===== config.mk =====
export PLATFORM = sky130hd
export DESIGN_NAME = cbct_setup
export DESIGN_NICKNAME = d
export VERILOG_FILES = /design/src/sv/cbct_pkg.sv /design/src/sv/cbct_setup.sv
export SDC_FILE = /design/constraint.sdc
export NUM_CORES = 1
export LEC_CHECK = 0
export ABC_AREA = 1
export BUFFER_PORTS_ARGS = -buffer_cell sky130_fd_sc_hd__buf_2
export CORE_ASPECT_RATIO = 1.1
export CORE_MARGIN = 4
export CORE_UTILIZATION = 45
export DETAILED_ROUTE_END_ITERATION = 10
export PLACE_DENSITY = 0.71
export SLEW_MARGIN = 20
export SYNTH_ARGS = -nofsm -noshare
export SYNTH_HDL_FRONTEND = slang
export SYNTH_SLANG_ARGS = --single-unit

===== constraint.sdc =====
create_clock -name vclk -period 9
set_clock_uncertainty 0.05 [all_clocks]
set_input_delay 0.45 -clock vclk [all_inputs]
set_output_delay 0.45 -clock vclk [all_outputs]
set_load 0.02 [all_outputs]

===== src/sv/cbct_pkg.sv =====
package cbct_pkg;
  localparam int unsigned CoordFracBits  = 16;
  localparam int unsigned NormalFracBits = 14;
  localparam int unsigned PosW  = 32;
  localparam int unsigned SizeW = 30;
  localparam int unsigned NormW = 16;
  localparam int unsigned PenW  = 31;
  localparam int unsigned OffW  = 34;  // signed offsets after clamping
  localparam int unsigned MagW  = 33;  // magnitudes of offsets
  localparam int unsigned SqW   = 66;  // squared distance
  localparam int unsigned DistW = 33;  // floor sqrt of SqW bits

  typedef enum logic [1:0] {
    PairCircCirc = 2'b00,
    PairCircBox  = 2'b01,
    PairBoxCirc  = 2'b10,
    PairBoxBox   = 2'b11
  } pair_e;

  // Stage-one result: one contact problem reduced to offset and radius.
  typedef struct packed {
    logic                     round;   // circle-type test
    logic                     flip;    // reverse normal
    logic signed [OffW-1:0]   dx;
    logic signed [OffW-1:0]   dy;
    logic        [MagW-1:0]   adx;
    logic        [MagW-1:0]   ady;
    logic        [MagW-1:0]   r;
    logic                     bb_hit;
    logic                     bb_use_x;
    logic                     bb_neg;
    logic        [PenW-1:0]   bb_pen;
  } setup_t;
endpackage


===== src/sv/cbct_setup.sv =====
module cbct_setup
  import cbct_pkg::*;
(
  input  logic                     a_is_box_i,
  input  logic signed [PosW-1:0]   a_x_i,
  input  logic signed [PosW-1:0]   a_y_i,
  input  logic        [SizeW-1:0]  a_size_i,
  input  logic        [SizeW-1:0]  a_half_height_i,
  input  logic                     b_is_box_i,
  input  logic signed [PosW-1:0]   b_x_i,
  input  logic signed [PosW-1:0]   b_y_i,
  input  logic        [SizeW-1:0]  b_size_i,
  input  logic        [SizeW-1:0]  b_half_height_i,
  output setup_t                   setup_o
);
  logic signed [OffW-1:0] ddx, ddy, hx, hy, rx, ry, cx, cy, ox, oy;
  logic        [MagW-1:0] adx, ady;
  pair_e                  pair;

  always_comb begin
    pair = pair_e'({a_is_box_i, b_is_box_i});
    ddx = OffW'(b_x_i) - OffW'(a_x_i);
    ddy = OffW'(b_y_i) - OffW'(a_y_i);
    hx  = '0;
    hy  = '0;
    setup_o = '0;
    unique case (pair)
      PairCircCirc: setup_o.r = MagW'(a_size_i) + MagW'(b_size_i);
      PairCircBox: begin
        hx = OffW'(b_size_i);
        hy = OffW'(b_half_height_i);
        setup_o.r = MagW'(a_size_i);
        setup_o.flip = 1'b1;
      end
      PairBoxCirc: begin
        hx = OffW'(a_size_i);
        hy = OffW'(a_half_height_i);
        setup_o.r = MagW'(b_size_i);
      end
      default: setup_o.r = '0;
    endcase
    // Clamp point offset into the box; circle-box uses A relative to B.
    rx = setup_o.flip ? -ddx : ddx;
    ry = setup_o.flip ? -ddy : ddy;
    cx = (rx > hx) ? hx : ((rx < -hx) ? -hx : rx);
    cy = (ry > hy) ? hy : ((ry < -hy) ? -hy : ry);
    setup_o.dx = rx - cx;
    setup_o.dy = ry - cy;
    adx = setup_o.dx[OffW-1] ? MagW'(-setup_o.dx) : MagW'(setup_o.dx);
    ady = setup_o.dy[OffW-1] ? MagW'(-setup_o.dy) : MagW'(setup_o.dy);
    setup_o.adx = adx;
    setup_o.ady = ady;
    setup_o.round = (pair != PairBoxBox);
    // Box-box overlap on each axis.
    ox = OffW'(a_size_i) + OffW'(b_size_i)
       - (ddx[OffW-1] ? -ddx : ddx);
    oy = OffW'(a_half_height_i) + OffW'(b_half_height_i)
       - (ddy[OffW-1] ? -ddy : ddy);
    setup_o.bb_hit   = (pair == PairBoxBox) && (ox > 0) && (oy > 0);
    setup_o.bb_use_x = (ox < oy);
    setup_o.bb_neg   = setup_o.bb_use_x ? !(ddx > 0) : !(ddy > 0);
    setup_o.bb_pen   = setup_o.bb_use_x ? PenW'(ox) : PenW'(oy);
  end
endmodule


==> metrics.cfg <==
[synth]
synth_xor_area_frac=0.0798
syn_inst=5045
synth-adder-area-share=0.220
synth_top_family_by_area=simple AND/OR/NAND/NOR gates
yosysSeqAreaShare=0
muxShareOfSynthArea=0.000346
synthSimpleGateAreaFrac=0.400
syn_avg_cell_area_um2=5.73
synth_compound_area_frac=0.181
yosysUniqueCellTypes=79
yosys_warnings=0
syn-cell-area_um2=28900

[finish]
finalNonFillerCells=6681
syn_to_final_growth_pct=27.7
layout_common_cells=nand2_1 (1355), inv_1 (658), buf_2 (446), buf_4 (421), ha_1 (378)
stdcell_area_um2=36900
regArea_um2=0
drive_above_1_share=0.250
nets=6557
seq_cell_count=0
final_common_cell=nand2_1
clkbuf_count=0
fillers=6523

[route]
drt-vias-per-instance=5.56
postRouteAntennaNets=0
first_pass_iters=6
drc_errors=0
routed_wl_mm=124
num_vias=37200
drt_iter0_drc=2659
wl_per_cell_um=18.6

[floorplanning]
ios=453
dieArea_um2=68300
start_util=0.454
die_w_um=250
core_area_um2=63600
placementRows=97
fp.dieH_um=274

[critical_path]
arrival_ns=8.21
critPathKind=input port to output pin
critPathCaptureType=output pin
crit_fanout=6
start_kind=input port
slowest_delay_ns=0.38
cp.required_ns=8.50
cpMaxStageDelayCell=fa_2
cpMostUsedCell=nand2_2

[sta]
slew_headroom=0.253
finalHoldViolations=0
fin_crit_sh=0.968
drv_slew=0
rsz0062_at_grt=true
fin_ws_ns=0.285
setup_viol=0
fmax_mhz=115
min_period_ns=8.71
tightest_slew_ns=1.12

[global_routing]
busiest_layer=met2
track_usage=0.330
grt_first_pass_wirelength_mm=185
use_met1=0.412
grt.overflow.total=0
antenna_found_initial=8
met2_usage=0.595
grt_pass1_vias=34300
grt_start_max_net_pins=62
met3_usage=0.0326

[min_path]
hp-class=input port to output pin

[place]
pre_cts_slack_ns=-0.180
gp_congestion=1.01
placed_cell_area_um2=34600
dp_cells=6625
dp_hpwl_mm=107
io_buffers=451

[cts]
hold_buffers=0

[run_status]
status=finished clean

[power]
p_leak_nw=19.8
vdd_drop_max_v=0.000433
power_density_nw_per_um2=361

[flow_run]
drv_cap=0

## layer usage
layer	part of all wire	routed length (um)
met4	0.046	5710
met2	0.48	59600
met1	0.40	50200
met5	0.00029	36
met3	0.069	8570
## final cells by class
| type | instances | area (um2) | share of cell area |
|---|---|---|---|
| inverter | 713 | 2690 | 0.0728 |
| antenna | 5 | 12.5 | 0.000339 |
| tap | 841 | 1050 | 0.0285 |
| multi-input combinational | 4222 | 27200 | 0.737 |
| timing repair buffer | 900 | 5960 | 0.161 |
## stage by stage
| step | hold slack (ns) | power [mW] | utilization | setup TNS (ns) |
|---|---|---|---|---|
| floorplan | 1.08 | 7.53 | - | 0 |
| global placement | 1.28 | 12.2 | 0.544 | -1.26 |
| detailed placement | 1.29 | 12.3 | 0.544 | -4.24 |
| CTS | 1.29 | 12.3 | 0.545 | 0 |
| global route | 1.31 | 14.4 | 0.580 | -6.74 |
| finish | 1.29 | 13.3 | 0.580 | 0 |
## final timing paths
kind | slack [ns] | endpoint | cells after the start | start
max | 0.29 | setup_o[123] | 60 | b_x_i[0]
min | 1.29 | setup_o[63] | 4 | b_size_i[29]
## timing repair
action,CTS,global route
buffers inserted,0,43
pin swaps,0,108
gates cloned,0,8
endpoints found under the setup margin,52,124
resized for setup,15,475
## cells in the mapped netlist (30+ instances only)
cell type,n,area share
ha_1,405,0.18
o21ai_1,56,0.0097
nand3_2,43,0.015
nand3_1,338,0.059
inv_1,681,0.088
a21oi_1,301,0.052
nand2_2,60,0.013
o211ai_1,30,0.0078
clkbuf_1,39,0.0051
nand2_1,1397,0.18
o22ai_1,42,0.0091
xor2_1,185,0.056
a22o_1,35,0.011
nor3_1,78,0.014
fa_1,65,0.045
nand4_1,106,0.023
nor2_1,422,0.055
o21ai_0,314,0.054
xnor2_1,71,0.022
## where the power goes
group          switching (mW)  internal [mW]
clock network               0    0.000000258
logic                    8.33           5.00
registers                   0              0
total                    8.33           5.00
## logic make-up after synthesis
family,after synthesis
adders and majority gates,470
and+or+nand+nor,2572
AOI/OAI and AO/OA,914
xor gates and xnor gates,260
muxes,1
buffers and inverters,827
other,1
## critical path: cells and delay by family
family	cells	cell delay [ns]
XOR/XNOR	1	0.13
AND/OR/NAND/NOR	33	3.88
buffers and inverters	12	1.03
AO/OA/AOI/OAI	8	1.19
adder cells (fa/ha/maj)	6	1.55
Note: power is estimated with default switching activity, not from simulation.
